**src/hw/rtl/tdflp_pkg.sv**
```systemverilog
// Package for the three-field decimal line parser.
// Holds widths, character codes, the token and status types and field helpers.
// No dependencies.
`timescale 1ns / 1ps
`default_nettype none

package tdflp_pkg;

  localparam int NUM_WIDTH   = 32;
  localparam int EXT_WIDTH   = NUM_WIDTH + 4;
  localparam int FIELD_WIDTH = 32;
  localparam int QUEUE_DEPTH = 4;
  localparam int QUEUE_AW    = $clog2(QUEUE_DEPTH);
  localparam int QUEUE_CW    = $clog2(QUEUE_DEPTH + 1);

  localparam logic [7:0] CH_ZERO  = 8'h30;
  localparam logic [7:0] CH_NINE  = 8'h39;
  localparam logic [7:0] CH_TAB   = 8'h09;
  localparam logic [7:0] CH_CR    = 8'h0D;
  localparam logic [7:0] CH_SPACE = 8'h20;

  typedef logic [NUM_WIDTH-1:0]   acc_t;
  typedef logic [EXT_WIDTH-1:0]   ext_t;
  typedef logic [FIELD_WIDTH-1:0] field_t;

  typedef enum logic [1:0] {
    TK_DIGIT = 2'd0,
    TK_BLANK = 2'd1,
    TK_OTHER = 2'd2,
    TK_EOL   = 2'd3
  } kind_t;

  typedef struct packed {
    kind_t      kind;
    logic [3:0] digit;
  } token_t;

  typedef enum logic [1:0] {
    ST_OK       = 2'd0,
    ST_BAD      = 2'd1,
    ST_MISSING  = 2'd2,
    ST_OVERFLOW = 2'd3
  } status_t;

  typedef enum logic [2:0] {
    PH_START  = 3'd0,
    PH_FIRST  = 3'd1,
    PH_GAP2   = 3'd2,
    PH_SECOND = 3'd3,
    PH_GAP3   = 3'd4,
    PH_THIRD  = 3'd5,
    PH_TRAIL  = 3'd6
  } phase_t;

  function automatic field_t to_field(input acc_t acc);
    return FIELD_WIDTH'(acc);
  endfunction

endpackage

`default_nettype wire

```
**src/hw/rtl/tdflp_front.sv**
```systemverilog
// Front end of the line parser: takes bytes from the input stream and
// classifies each into a token for the queue. Depends on tdflp_pkg.
`timescale 1ns / 1ps
`default_nettype none

module tdflp_front (
  input  wire logic             s_tvalid,
  output logic                  s_tready,
  input  wire logic [7:0]       s_tdata,   // [7:0] ch
  input  wire logic             s_tlast,   // end_of_line
  input  wire logic             q_full,
  output logic                  push,
  output tdflp_pkg::token_t     token
);

  logic is_digit;
  logic is_blank;

  assign is_digit = (s_tdata >= tdflp_pkg::CH_ZERO) && (s_tdata <= tdflp_pkg::CH_NINE);
  assign is_blank = (s_tdata == tdflp_pkg::CH_SPACE) ||
                    ((s_tdata >= tdflp_pkg::CH_TAB) && (s_tdata <= tdflp_pkg::CH_CR));

  assign s_tready = !q_full;
  assign push     = s_tvalid && !q_full;

  always_comb begin
    token.digit = s_tdata[3:0];
    if (s_tlast) begin
      token.kind = tdflp_pkg::TK_EOL;
    end else if (is_digit) begin
      token.kind = tdflp_pkg::TK_DIGIT;
    end else if (is_blank) begin
      token.kind = tdflp_pkg::TK_BLANK;
    end else begin
      token.kind = tdflp_pkg::TK_OTHER;
    end
  end

endmodule

`default_nettype wire

```
**src/hw/rtl/tdflp_queue.sv**
```systemverilog
// Short token queue between the front end and the back end of the parser.
// Depends on tdflp_pkg.
`timescale 1ns / 1ps
`default_nettype none

module tdflp_queue (
  input  wire logic              clk,
  input  wire logic              rst,
  input  wire logic              push,
  input  wire tdflp_pkg::token_t push_token,
  output logic                   full,
  input  wire logic              pop,
  output logic                   head_valid,
  output tdflp_pkg::token_t      head
);

  tdflp_pkg::token_t                   slots [tdflp_pkg::QUEUE_DEPTH];
  logic [tdflp_pkg::QUEUE_AW-1:0]      wr_ptr;
  logic [tdflp_pkg::QUEUE_AW-1:0]      rd_ptr;
  logic [tdflp_pkg::QUEUE_CW-1:0]      count;
  logic                                do_pop;

  assign full       = (count == tdflp_pkg::QUEUE_CW'(tdflp_pkg::QUEUE_DEPTH));
  assign head_valid = (count != '0);
  assign head       = slots[rd_ptr];
  assign do_pop     = pop && head_valid;

  always_ff @(posedge clk) begin
    if (push) begin
      slots[wr_ptr] <= push_token;
    end
  end

  always_ff @(posedge clk) begin
    if (rst) begin
      wr_ptr <= '0;
      rd_ptr <= '0;
      count  <= '0;
    end else begin
      if (push) begin
        wr_ptr <= wr_ptr + 1'b1;
      end
      if (do_pop) begin
        rd_ptr <= rd_ptr + 1'b1;
      end
      case ({push, do_pop})
        2'b10:   count <= count + 1'b1;
        2'b01:   count <= count - 1'b1;
        default: count <= count;
      endcase
    end
  end

endmodule

`default_nettype wire

```
**src/hw/rtl/tdflp_back.sv**
```systemverilog
// Back end of the parser: walks the field phases, accumulates the three
// decimal values with overflow check and holds the result register.
// Depends on tdflp_pkg.
`timescale 1ns / 1ps
`default_nettype none

module tdflp_back (
  input  wire logic              clk,
  input  wire logic              rst,
  input  wire logic              tok_valid,
  input  wire tdflp_pkg::token_t tok,
  output logic                   pop,
  output logic                   m_tvalid,
  input  wire logic              m_tready,
  output logic [103:0]           m_tdata    // [1:0] status, [33:2] first_id,
                                            // [65:34] second_id, [97:66] duration
);

  tdflp_pkg::phase_t  phase, phase_next;
  tdflp_pkg::status_t err, err_next;
  tdflp_pkg::acc_t    first_acc, first_acc_next;
  tdflp_pkg::acc_t    second_acc, second_acc_next;
  tdflp_pkg::acc_t    third_acc, third_acc_next;

  tdflp_pkg::acc_t    sel_acc;
  tdflp_pkg::ext_t    sel_ext;
  tdflp_pkg::ext_t    prod;
  tdflp_pkg::acc_t    prod_acc;
  logic               ovf;
  logic               is_eol;
  logic               is_digit;
  logic               is_blank;
  logic               live;

  tdflp_pkg::status_t final_status;
  logic               out_valid;
  tdflp_pkg::status_t out_status;
  tdflp_pkg::field_t  out_first;
  tdflp_pkg::field_t  out_second;
  tdflp_pkg::field_t  out_third;

  assign is_eol   = (tok.kind == tdflp_pkg::TK_EOL);
  assign is_digit = (tok.kind == tdflp_pkg::TK_DIGIT);
  assign is_blank = (tok.kind == tdflp_pkg::TK_BLANK);
  assign pop      = tok_valid && (!is_eol || !out_valid || m_tready);
  assign live     = pop && !is_eol && (err == tdflp_pkg::ST_OK);

  always_comb begin
    unique case (phase) inside
      tdflp_pkg::PH_START, tdflp_pkg::PH_FIRST:  sel_acc = first_acc;
      tdflp_pkg::PH_GAP2, tdflp_pkg::PH_SECOND:  sel_acc = second_acc;
      default:                                   sel_acc = third_acc;
    endcase
  end

  // value * 10 + digit, top four bits flag overflow
  assign sel_ext  = tdflp_pkg::EXT_WIDTH'(sel_acc);
  assign prod     = (sel_ext << 3) + (sel_ext << 1) + tdflp_pkg::EXT_WIDTH'(tok.digit);
  assign ovf      = |prod[tdflp_pkg::EXT_WIDTH-1:tdflp_pkg::NUM_WIDTH];
  assign prod_acc = prod[tdflp_pkg::NUM_WIDTH-1:0];

  always_comb begin
    phase_next = phase;
    if (pop && is_eol) begin
      phase_next = tdflp_pkg::PH_START;
    end else if (live) begin
      unique case (phase)
        tdflp_pkg::PH_START: begin
          if (is_digit) phase_next = tdflp_pkg::PH_FIRST;
        end
        tdflp_pkg::PH_FIRST: begin
          if (is_blank) phase_next = tdflp_pkg::PH_GAP2;
        end
        tdflp_pkg::PH_GAP2: begin
          if (is_digit) phase_next = tdflp_pkg::PH_SECOND;
        end
        tdflp_pkg::PH_SECOND: begin
          if (is_blank) phase_next = tdflp_pkg::PH_GAP3;
        end
        tdflp_pkg::PH_GAP3: begin
          if (is_digit) phase_next = tdflp_pkg::PH_THIRD;
        end
        tdflp_pkg::PH_THIRD: begin
          if (is_blank) phase_next = tdflp_pkg::PH_TRAIL;
        end
        default: phase_next = phase;
      endcase
    end
  end

  always_comb begin
    err_next        = err;
    first_acc_next  = first_acc;
    second_acc_next = second_acc;
    third_acc_next  = third_acc;
    if (pop && is_eol) begin
      err_next        = tdflp_pkg::ST_OK;
      first_acc_next  = '0;
      second_acc_next = '0;
      third_acc_next  = '0;
    end else if (live) begin
      if (is_digit && phase != tdflp_pkg::PH_TRAIL) begin
        if (ovf) begin
          err_next = tdflp_pkg::ST_OVERFLOW;
        end else begin
          unique case (phase) inside
            tdflp_pkg::PH_START, tdflp_pkg::PH_FIRST:  first_acc_next  = prod_acc;
            tdflp_pkg::PH_GAP2, tdflp_pkg::PH_SECOND:  second_acc_next = prod_acc;
            default:                                   third_acc_next  = prod_acc;
          endcase
        end
      end else if (is_blank) begin
        if (phase == tdflp_pkg::PH_START) err_next = tdflp_pkg::ST_MISSING;
      end else begin
        err_next = tdflp_pkg::ST_BAD;
      end
    end
  end

  always_comb begin
    if (err != tdflp_pkg::ST_OK) begin
      final_status = err;
    end else if (phase == tdflp_pkg::PH_THIRD || phase == tdflp_pkg::PH_TRAIL) begin
      final_status = tdflp_pkg::ST_OK;
    end else begin
      final_status = tdflp_pkg::ST_MISSING;
    end
  end

  always_ff @(posedge clk) begin
    if (rst) begin
      phase      <= tdflp_pkg::PH_START;
      err        <= tdflp_pkg::ST_OK;
      first_acc  <= '0;
      second_acc <= '0;
      third_acc  <= '0;
      out_valid  <= 1'b0;
    end else begin
      phase      <= phase_next;
      err        <= err_next;
      first_acc  <= first_acc_next;
      second_acc <= second_acc_next;
      third_acc  <= third_acc_next;
      if (pop && is_eol) begin
        out_valid <= 1'b1;
      end else if (m_tready) begin
        out_valid <= 1'b0;
      end
    end
  end

  always_ff @(posedge clk) begin
    if (pop && is_eol) begin
      out_status <= final_status;
      if (final_status == tdflp_pkg::ST_OK) begin
        out_first  <= tdflp_pkg::to_field(first_acc);
        out_second <= tdflp_pkg::to_field(second_acc);
        out_third  <= tdflp_pkg::to_field(third_acc);
      end else begin
        out_first  <= '0;
        out_second <= '0;
        out_third  <= '0;
      end
    end
  end

  assign m_tvalid = out_valid;
  assign m_tdata  = {6'b0, out_third, out_second, out_first, out_status};

endmodule

`default_nettype wire

```
**src/hw/rtl/three_decimal_field_line_parser.sv**
```systemverilog
// Three-field decimal line parser: byte stream in, one status/value record
// per line out. Uses tdflp_front, tdflp_queue, tdflp_back and tdflp_pkg.
//
// Usage:
//   Input stream: one character per item in s_tdata; an item with s_tlast
//   high closes the line and carries no character. Output stream: one record
//   per line with status (ok, bad character, missing field, overflow) and
//   the three decimal fields, all zero unless the status is ok.
//   Throughput: one input item per cycle while the token queue is not full. The back end updates
//   one accumulator per cycle with a single times-ten-plus-digit adder.
//   Path: the end marker is registered in the four-entry token queue, and
//   the record is then registered in the output register.
//   Reset: queue empties, parser returns to the start of the first field
//   with cleared accumulators, and the output register goes invalid.
//   Stall: a held record stays on m_tdata until m_tready; characters keep
//   flowing, and the next end marker waits in the queue. When the queue
//   fills, s_tready drops.
`timescale 1ns / 1ps
`default_nettype none

module three_decimal_field_line_parser (
  input  wire logic          clk,
  input  wire logic          rst,
  input  wire logic          s_tvalid,
  output logic               s_tready,
  input  wire logic [7:0]    s_tdata,   // [7:0] ch
  input  wire logic          s_tlast,   // end_of_line
  output logic               m_tvalid,
  input  wire logic          m_tready,
  output logic [103:0]       m_tdata    // [1:0] status, [33:2] first_id,
                                        // [65:34] second_id, [97:66] duration
);

  logic              push;
  logic              q_full;
  logic              pop;
  logic              head_valid;
  tdflp_pkg::token_t push_token;
  tdflp_pkg::token_t head;

  tdflp_front u_front (
    .s_tvalid (s_tvalid),
    .s_tready (s_tready),
    .s_tdata  (s_tdata),
    .s_tlast  (s_tlast),
    .q_full   (q_full),
    .push     (push),
    .token    (push_token)
  );

  tdflp_queue u_queue (
    .clk        (clk),
    .rst        (rst),
    .push       (push),
    .push_token (push_token),
    .full       (q_full),
    .pop        (pop),
    .head_valid (head_valid),
    .head       (head)
  );

  tdflp_back u_back (
    .clk       (clk),
    .rst       (rst),
    .tok_valid (head_valid),
    .tok       (head),
    .pop       (pop),
    .m_tvalid  (m_tvalid),
    .m_tready  (m_tready),
    .m_tdata   (m_tdata)
  );

endmodule

`default_nettype wire

```
**config.mk**
```make
export PLATFORM = sky130hd
export DESIGN_NAME = three_decimal_field_line_parser
export DESIGN_NICKNAME = d
export VERILOG_FILES = /design/src/hw/rtl/tdflp_pkg.sv /design/src/hw/rtl/tdflp_front.sv /design/src/hw/rtl/tdflp_queue.sv /design/src/hw/rtl/tdflp_back.sv /design/src/hw/rtl/three_decimal_field_line_parser.sv
export SDC_FILE = /design/constraint.sdc
export NUM_CORES = 1
export LEC_CHECK = 0
export ABC_AREA = 1
export BUFFER_PORTS_ARGS = -buffer_cell sky130_fd_sc_hd__buf_2
export CAP_MARGIN = 20
export CORE_MARGIN = 2
export CORE_UTILIZATION = 45
export CTS_CLUSTER_SIZE = 24
export DETAILED_ROUTE_END_ITERATION = 16
export RECOVER_POWER = 25
export SLEW_MARGIN = 15
export SYNTH_ARGS = -nofsm -noshare
export SYNTH_HDL_FRONTEND = slang
export SYNTH_SLANG_ARGS = --single-unit
```
**constraint.sdc**
```tcl
create_clock -name clk -period 21.6 [get_ports clk]
set_input_delay 4.32 -clock clk [delete_from_list [all_inputs] [get_ports clk]]
set_output_delay 4.32 -clock clk [all_outputs]
set_load 0.005 [all_outputs]
```
==> impl_metrics.toml, run 1 <==
[synthesis]
synthXorXnorAreaFrac = 0.01344
synth_ff_type = "edfxtp_1"
yosys.area_share.adder = 0.06987
ys_types = 43
synth_top_family_by_area = "simple AND/OR/NAND/NOR gates"
postSynthAreaPerCell_sq_um = 7.673
muxShareOfSynthArea = 0
synth_compound_area_frac = 0.05356
synthArstFlopShare = 0
yosys_warnings = 0
ys_ff_latch = 233
synthCells = 1699
syn_area_sq_mm = 0.01304
synth_edf_count = 122
yosys.area_share.simple = 0.2875
seq_area_frac_synth = 0.4515

[die]
start_util = 0.4554
core_sq_mm = 0.02863
fp.dieH_um = 174.2
rows = 62
die_w_um = 174.2
io_pins = 119
die_area_sq_mm = 0.03035

[routing]
route.antenna.remaining_nets = 0
vias_per_cell = 4.807
first_iter_violations = 602
firstDrtPassIters = 5
drc = 0
vias = 10490
wl_per_cell_um = 13.73
wl_mm = 29.98

[setup_path]
startpoint = "u_back.phase[2]$_SDFFE_PP0P_"
critPathMaxFanout = 85
start_kind = "register"
end_kind = "register"
crit_path_end = "u_back.first_acc[4]$_SDFFE_PP0P_"
worstRegToRegCells = 23
worst-setup-path-type = "reg -> reg"
r2r_start = "u_back.phase[2]$_SDFFE_PP0P_"
worstPathRequired_ns = 22.05
r2r_end = "u_back.first_acc[4]$_SDFFE_PP0P_"
cp.arrival_ns = 7.92
rrSetupSlack_ns = 14.13

[layout]
final_design_area_no_fill_sq_mm = 0.01446
fin_cells = 2183
nets = 1865
diodes = 0
drive_gt1_frac = 0.1173
area_growth_pct = 10.88

[sta]
tns_ns = 0
tightest_slew_ns = 3.014
fin_crit_sh = 0.3459
fin_skew_ns = 0.01028
period_needed_ns = 7.472
rsz0062_at_grt = "no"
final_hold_viol_count = 0
final-max-slew-violation-count = 130
fin_ws_ns = 14.13
setup_violations = 0
fmax_mhz = 133.8
slew_headroom = -1.014

[cts]
postCtsSetupRepairBufs = 0
cts_tree = "yes"
root_buffer = "clkbuf_16"
clock_latency_ns = 0.52
clkTransAtPathRegs_ns = 0.06
h-tree-depth = 1
numCtsBuffers = 25
cts_sinks = 233
hold_buffers = 0
ctsResizeCount = 0
clock_path_buffers = 3

[power]
p_leak_uw = 0.006630
power.density_mw_per_mm2 = 114.3
finalPower_uw = 1652
ir_drop_mv = 0.08111

[place]
dpl-instance-area_sq_mm = 0.01371
place_ws_ns = 14.88
dp_hpwl_mm = 20.17
dp.cells = 2138
io_buffers = 112
gp_congestion = 0.8782

[run]
drv_cap = 2

[grt]
grt_pass1_vias = 10010
grt_start_max_net_pins = 99
grt_first_pass_wirelength_mm = 49.28
grt_usage = 0.1971
overflow = 0
grt_antenna_before_repair = 0

[status]
status = "finished with violations"
violations = "capacitance limit, slew limit"

[worst_hold_path]
hp-class = "reg -> reg"
-- sequential cells by signal (all words and copies together) (netlist names), named ones only --
name and count:
u_back.out_status 2, u_back.first_acc 32, u_queue.rd_ptr 2, u_queue.wr_ptr 2, u_back.out_first 32, u_back.out_second 32
u_back.m_tvalid 1, u_back.err 2, u_queue.count 3, u_back.second_acc 32, u_back.out_third 32, u_queue.slots 24
u_back.third_acc 32, u_back.phase 3
-- synth_stat cells (4+ instances only) --
cell type | n | area (sq um)
a21oi_1 | 37 | 185.2
buf_1 | 11 | 41.29
buf_2 | 4 | 20.02
buf_4 | 18 | 135.1
buf_6 | 17 | 191.4
clkbuf_1 | 21 | 78.83
dfxtp_1 | 111 | 2222
edfxtp_1 | 122 | 3664
ha_1 | 68 | 850.8
inv_1 | 273 | 1025
inv_2 | 33 | 123.9
nand2_1 | 457 | 1715
nand2_2 | 6 | 37.54
nand3_1 | 22 | 110.1
nand3_2 | 4 | 40.04
nand3b_1 | 5 | 37.54
nand4_1 | 89 | 556.8
nor2_1 | 283 | 1062
nor2_2 | 4 | 25.02
nor3_1 | 7 | 35.03
o21ai_0 | 21 | 105.1
o221ai_1 | 29 | 254.0
o22ai_1 | 6 | 37.54
xnor2_1 | 17 | 148.9
-- per-stage QoR --
stage               hold slack, ns    util
floorplan                   0.4358       -
global route                0.5146  0.5050
global placement            0.4503  0.4791
finish                      0.4666  0.5050
detailed placement          0.4623  0.4791
CTS                         0.4702  0.5055
-- worst max-delay path, stage by stage (launching register included) --
cell     delay, ns
dfxtp_1       1.35
inv_1         0.64
nand2_2       0.89
o22ai_1       0.14
or2_2         0.31
inv_1         0.09
fa_1          0.46
fa_1          0.48
inv_1         0.07
nand2_1       0.05
nand2_1       0.11
nand3_1       0.09
nand2_1       0.16
nand2_1       0.07
nand2_1       0.19
nand2_1       0.15
nand3_1       0.10
nand2_1       0.13
nor2_8        0.10
buf_4         0.70
nand3_4       0.66
nand2_1       0.21
nand2_1       0.07
nor2_1        0.15
-- area by class of cell --
cell class | count | area, sq um
clock buffers | 33 | 675.6
clock inverters | 12 | 80.08
fillers | 2894 | 14170
inverters | 306 | 1149
multi-input cells | 1094 | 5562
flip-flops and latches | 233 | 5886
well taps | 384 | 480.5
repair buffers | 121 | 623.1
-- worst min-delay path by stage --
| stage | start | to | depth (start not counted) |
|---|---|---|---|
| after global placement | u_queue.rd_ptr[1]$_SDFFE_PP0P_ | u_queue.rd_ptr[1]$_SDFFE_PP0P_ | 2 |
| final | u_queue.rd_ptr[1]$_SDFFE_PP0P_ | register | 2 |
| after global routing | u_queue.rd_ptr[1]$_SDFFE_PP0P_ | register | 2 |
| after floorplan | u_queue.rd_ptr[1]$_SDFFE_PP0P_ | register | 2 |
| after detailed placement | u_queue.rd_ptr[1]$_SDFFE_PP0P_ | u_queue.rd_ptr[1]$_SDFFE_PP0P_ | 2 |
| after CTS | u_queue.rd_ptr[1]$_SDFFE_PP0P_ | u_queue.rd_ptr[1]$_SDFFE_PP0P_ | 2 |
-- cell families (layout without fill, tap and decap cells) --
kind of cell    count (synthesis)  after routing
buf+inv                       377            472
fa+ha+maj                      71             71
xor+xnor                       20             20
other cells                     1              6
simple gates                  889            889
compound gates                108            108
flops                         233            233
-- power by group --
part | switching, uW | internal, uW
combinational | 436 | 193
clock | 171 | 230
sequential | 31.2 | 591
-- cells in the final DEF (no fill, tap or decap), types with 17 or more instances in the layout --
master / instances
a21oi_1: 37
buf_2: 108
clkbuf_16: 25
dfxtp_1: 111
edfxtp_1: 122
ha_1: 68
inv_1: 274
inv_2: 32
nand2_1: 457
nand3_1: 22
nand4_1: 89
nor2_1: 282
o21ai_0: 21
o221ai_1: 29
xnor2_1: 17
-- metal layers --
layer | GRT usage | vias up | routed length, um
met5 | 0 | - | 0
met4 | 0.04377 | 0 | 437
met3 | 0.02559 | 37 | 1298
met2 | 0.3532 | 190 | 14670
met1 | 0.2533 | 4747 | 13570
li1 | - | 5519 | -
No activity file was read; power rests on OpenSTA's default activity.
==> run 2, diff against run 1 <==
==> constraint.sdc (replaced) <==
create_clock -name clk -period 7.1 [get_ports clk]
set_input_delay 1.42 -clock clk [delete_from_list [all_inputs] [get_ports clk]]
set_output_delay 1.42 -clock clk [all_outputs]
set_load 0.005 [all_outputs]
==> impl_metrics.toml, run 2 (same netlist as run 1, synthesis figures left out) <==
[status]
status = "finished with violations"
violations = "capacitance limit, slew limit"

[sta]
final_hold_viol_count = 0
fin_skew_ns = 0.01051
rsz0062_at_grt = "no"
fmax_mhz = 193.7
slew_headroom = -1.101
tns_ns = 0
holdWs_ns = 0.4652
fin_crit_sh = 0.7273
setup_violations = 0
period_needed_ns = 5.164
final-max-slew-violation-count = 97
tightest_slew_ns = 3.143

[power]
ir_drop_mv = 0.2373
power.density_mw_per_mm2 = 361.2
p_leak_uw = 0.006748
finalPower_uw = 5304

[setup_path]
worst-setup-path-type = "reg -> reg"
critPathMaxFanout = 27
start_kind = "register"
cp_cell_sequence = "clkbuf_1 > nor2_2 > inv_2 > o22ai_1 > or2_2 > inv_1 > fa_1 > fa_1 > inv_1 > nand2_1 > nand2_1 > nand3_1 > nand2_1 > nand2_1 > nand2_2 > nand2_1 > nand3_1 > nand2_1 > nor2_4 > nand3_4 > buf_4 > nand2_1 > nand2_1 > nor2_1"
critPathSlowestCell = "clkbuf_1"
cp_common_cell = "nand2_1"
critical-path-max-stage-delay_ns = 0.68
worstPathRequired_ns = 7.57
end_kind = "register"
cp.arrival_ns = 5.63

[grt]
use_met3 = 0.02756
grt_use_met1 = 0.2599
grt-busiest-layer = "met2"
grt_first_pass_wirelength_mm = 51.07
overflow = 0
grt_antenna_before_repair = 0
grtUsageMet2 = 0.3641
grt_start_max_net_pins = 99
grt_usage = 0.2049
grt_pass1_vias = 10230

[place]
dpl-instance-area_sq_mm = 0.01376
dp_hpwl_mm = 22.07
io_buffers = 112
gp_congestion = 0.8959

[run]
drv_cap = 1

[die]
die_w_um = 174.2
die_area_sq_mm = 0.03035
fp.dieH_um = 174.2
start_util = 0.4554
rows = 62
io_pins = 119
core_sq_mm = 0.02863

[cts]
clock_path_buffers = 3
cts_tree = "yes"
ctsResizeCount = 0
root_buffer = "clkbuf_16"
h-tree-depth = 1
numCtsBuffers = 26
postCtsSetupRepairBufs = 0
hold_buffers = 0
clock_latency_ns = 0.54
clkTransAtPathRegs_ns = 0.07
cts_sinks = 233

[routing]
vias = 10650
firstDrtPassIters = 7
drc = 0
route.antenna.remaining_nets = 0
first_iter_violations = 712
wl_per_cell_um = 14.16
wl_mm = 31.06
vias_per_cell = 4.856

[worst_hold_path]
hp-class = "reg -> reg"

[layout]
fill_cells = 2852
mostFrequentLayoutCells = "nand2_1, nor2_1, inv_1, edfxtp_1, dfxtp_1"
final_design_area_no_fill_sq_mm = 0.01469
postLayoutCoreUtil = 0.5130
drive_gt1_frac = 0.1233
area_growth_pct = 12.65
nets = 1873
final_common_cell = "nand2_1"
diodes = 0
==> run 2: changes by cell type in the layout (fill, tap and decap cells not counted), moves of 2 or more <==
cell       delta
buf_4         +5
bufinv_16     +4
clkbuf_1      -2
clkbuf_16     +2
clkinv_1      -3
clkinv_2      -2
inv_6         +3
==> run 2: worst paths after layout <==
check	from	to	slack (ns)	cells past startpoint
hold / removal	u_queue.rd_ptr[1]$_SDFFE_PP0P_	register	0.47	2
setup / recovery	u_back.phase[2]$_SDFFE_PP0P_	u_back.second_acc[2]$_SDFFE_PP0P_	1.94	24
setup reg to reg	u_back.phase[2]$_SDFFE_PP0P_	u_back.second_acc[2]$_SDFFE_PP0P_	1.94	24
hold reg to reg	u_queue.rd_ptr[1]$_SDFFE_PP0P_	register	0.47	2
==> run 2: area by class of cell <==
type	instances	area, sq um	share of cell area
flip-flops and latches	233	5886	0.4008
well taps	384	480.5	0.03272
clock inverters	16	222.7	0.01517
multi-input cells	1094	5549	0.3779
clock buffers	32	714.4	0.04865
inverters	306	1149	0.07821
repair buffers	128	684.4	0.04660
==> run 2: report_power, final <==
| group | internal (uW) | switching [uW] |
|---|---|---|
| clock | 901 | 567 |
| sequential | 1800 | 94.2 |
| combinational | 605 | 1340 |
| total | 3300 | 2000 |
==> run 2: critical path: cells and delay by family, from the launching register on <==
family	cells	cell delay (ns)
simple gates	16	2.38
buf+inv	5	1.36
fa+ha+maj	2	0.92
flops	1	0.33
compound gates	1	0.08
==> run 2: stage by stage <==
stage	setup slack [ns]	std cells
floorplan	0.2024	1704
global placement	2.450	2144
detailed placement	2.332	2144
CTS	2.315	2192
global route	1.501	2193
finish	1.936	2193
==> run 2: routing by layer <==
layer	up-vias	part of all wire
li1	5541	-
met1	4824	0.44
met2	228	0.49
met3	56	0.046
met4	0	0.023
met5	-	0
==> run 3, diff against run 2 <==
--- a/config.mk
+++ b/config.mk
@@ -12,6 +12,7 @@
 export CORE_UTILIZATION = 45
 export CTS_CLUSTER_SIZE = 24
 export DETAILED_ROUTE_END_ITERATION = 16
+export PLACE_DENSITY = 0.66
 export RECOVER_POWER = 25
 export SLEW_MARGIN = 15
 export SYNTH_ARGS = -nofsm -noshare
==> constraint.sdc (replaced) <==
create_clock -name clk -period 4.7 [get_ports clk]
set_input_delay 0.94 -clock clk [delete_from_list [all_inputs] [get_ports clk]]
set_output_delay 0.94 -clock clk [all_outputs]
set_load 0.005 [all_outputs]
==> impl_metrics.toml, run 3 (same netlist as run 1, synthesis figures left out) <==
[status]
status = "completed"

[grt]
grt_antenna_before_repair = 0
grt_usage = 0.2025
grt_pass1_vias = 10120
overflow = 0
grt_start_max_net_pins = 97
grt_first_pass_wirelength_mm = 50.16

[layout]
drive_gt1_frac = 0.1316
postLayoutCoreUtil = 0.5153
final_design_area_no_fill_sq_mm = 0.01475
nets = 1882
area_growth_pct = 13.15
mostFrequentLayoutCells = "nand2_1, nor2_1, inv_1, edfxtp_1, dfxtp_1"
diodes = 0
final_common_cell = "nand2_1"

[power]
finalPower_uw = 7845
ir_drop_mv = 0.4732
power.density_mw_per_mm2 = 531.9
p_leak_uw = 0.006761

[worst_hold_path]
hp-class = "reg -> reg"

[sta]
fin_skew_ns = 0.009965
final_hold_viol_count = 0
final-max-slew-violation-count = 0
fmax_mhz = 227.2
tightest_slew_ns = 1.008
fin_crit_sh = 0.9365
slew_headroom = 0.3280
period_needed_ns = 4.401
setup_violations = 0

[cts]
clock_latency_ns = 0.53
clkTransAtPathRegs_ns = 0.07
numCtsBuffers = 24
hold_buffers = 0
cts_tree = "yes"
h-tree-depth = 1
root_buffer = "clkbuf_16"
cts_sinks = 233
clock_path_buffers = 3

[die]
core_sq_mm = 0.02863
io_pins = 119
die_area_sq_mm = 0.03035
rows = 62
start_util = 0.4554
fp.dieH_um = 174.2
die_w_um = 174.2

[routing]
route.antenna.remaining_nets = 0
drc = 0
vias = 10850
first_iter_violations = 823
wl_mm = 32.49
wl_per_cell_um = 14.77
vias_per_cell = 4.930
firstDrtPassIters = 7

[place]
dp_hpwl_mm = 21.80
gp_congestion = 0.9574
io_buffers = 112
dpl-instance-area_sq_mm = 0.01378

[run]
drv_cap = 0

[setup_path]
rrSetupSlack_ns = 0.30
worstRegToRegCells = 25
cp.arrival_ns = 4.86
critPathMaxFanout = 19
crit_path_end = "u_back.first_acc[30]$_SDFFE_PP0P_"
worstPathRequired_ns = 5.16
r2r_start = "u_back.phase[2]$_SDFFE_PP0P_"
start_kind = "register"
startpoint = "u_back.phase[2]$_SDFFE_PP0P_"
end_kind = "register"
worst-setup-path-type = "reg -> reg"
r2r_end = "u_back.first_acc[30]$_SDFFE_PP0P_"
-- run 3: cell types whose count changed in the layout (fill, tap and decap cells not counted), moves of 3 or more --
cell       previous run  this run
buf_12                1         5
buf_4                14        17
bufinv_16             5         0
clkbuf_1              8         5
nand3_4               3         6
nor2_4                1         4
-- run 3: how the worst min path moves through the flow --
stage / from / to / slack, ns / cells after the start
after global routing: u_queue.count[0]$_SDFFE_PP0P_ / u_queue.count[0]$_SDFFE_PP0P_ / 0.51 / 1
after detailed placement: u_queue.rd_ptr[1]$_SDFFE_PP0P_ / register / 0.46 / 2
after CTS: u_queue.rd_ptr[1]$_SDFFE_PP0P_ / register / 0.47 / 2
final: u_queue.rd_ptr[1]$_SDFFE_PP0P_ / register / 0.47 / 2
after floorplan: u_queue.rd_ptr[1]$_SDFFE_PP0P_ / register / 0.44 / 2
after global placement: u_queue.rd_ptr[1]$_SDFFE_PP0P_ / u_queue.rd_ptr[1]$_SDFFE_PP0P_ / 0.45 / 2
-- run 3: per-stage QoR --
step / TNS [ns] / setup WS (ns) / hold slack [ns] / cells
global placement: 0 / 0.1883 / 0.4497 / 2144
floorplan: 0 / 0.002288 / 0.4358 / 1704
CTS: 0 / 0.09121 / 0.4698 / 2188
global route: -0.1405 / -0.02009 / 0.5069 / 2200
finish: 0 / 0.2986 / 0.4670 / 2200
detailed placement: 0 / 0.09951 / 0.4619 / 2144
-- run 3: final cells by class --
class                      count  area, sq um
fill                        2834        13870
sequential                   233         5886
multi-input combinational   1098         5640
inverter                     306         1149
timing repair buffer         135        798.3
clock buffer                  33        730.7
tap                          384        480.5
clock inverter                11        66.31
-- run 3: power breakdown --
part / switching (uW) / internal (uW) / total (uW)
Sequential: 144 / 2710 / 2860
Combinational: 2130 / 966 / 3100
Clock: 796 / 1090 / 1890
-- run 3: timing repair --
action	4_1_cts	5_1_grt
endpoints found under the setup margin	0	98
buffers inserted	0	8
resized for setup	0	8
-- run 3: routing by layer --
layer / vias up / track usage / routed length (um)
met4: 0 / 0.06232 / 953
li1: 5566 / - / -
met5: - / 0 / 0
met2: 297 / 0.3542 / 15490
met1: 4916 / 0.2623 / 14210
met3: 67 / 0.02318 / 1830
-- run 3: critical path, cell delays in order (launching register included) --
cell and delay [ns]:
dfxtp_1 0.43, inv_2 0.17, nand2_2 0.14, buf_4 0.26
o221ai_1 0.19, ha_1 0.32, ha_1 0.25, inv_1 0.08
fa_1 0.40, inv_1 0.07, nand2_1 0.04, nand2_1 0.11
nand3_1 0.09, nand2_1 0.16, nand2_1 0.07, nand2_1 0.17
nand2_1 0.10, nand3_1 0.09, nand2_2 0.15, nor2_8 0.28
buf_4 0.24, nand3_4 0.09, buf_12 0.21, nand2_1 0.08
inv_2 0.03, nor2_1 0.10
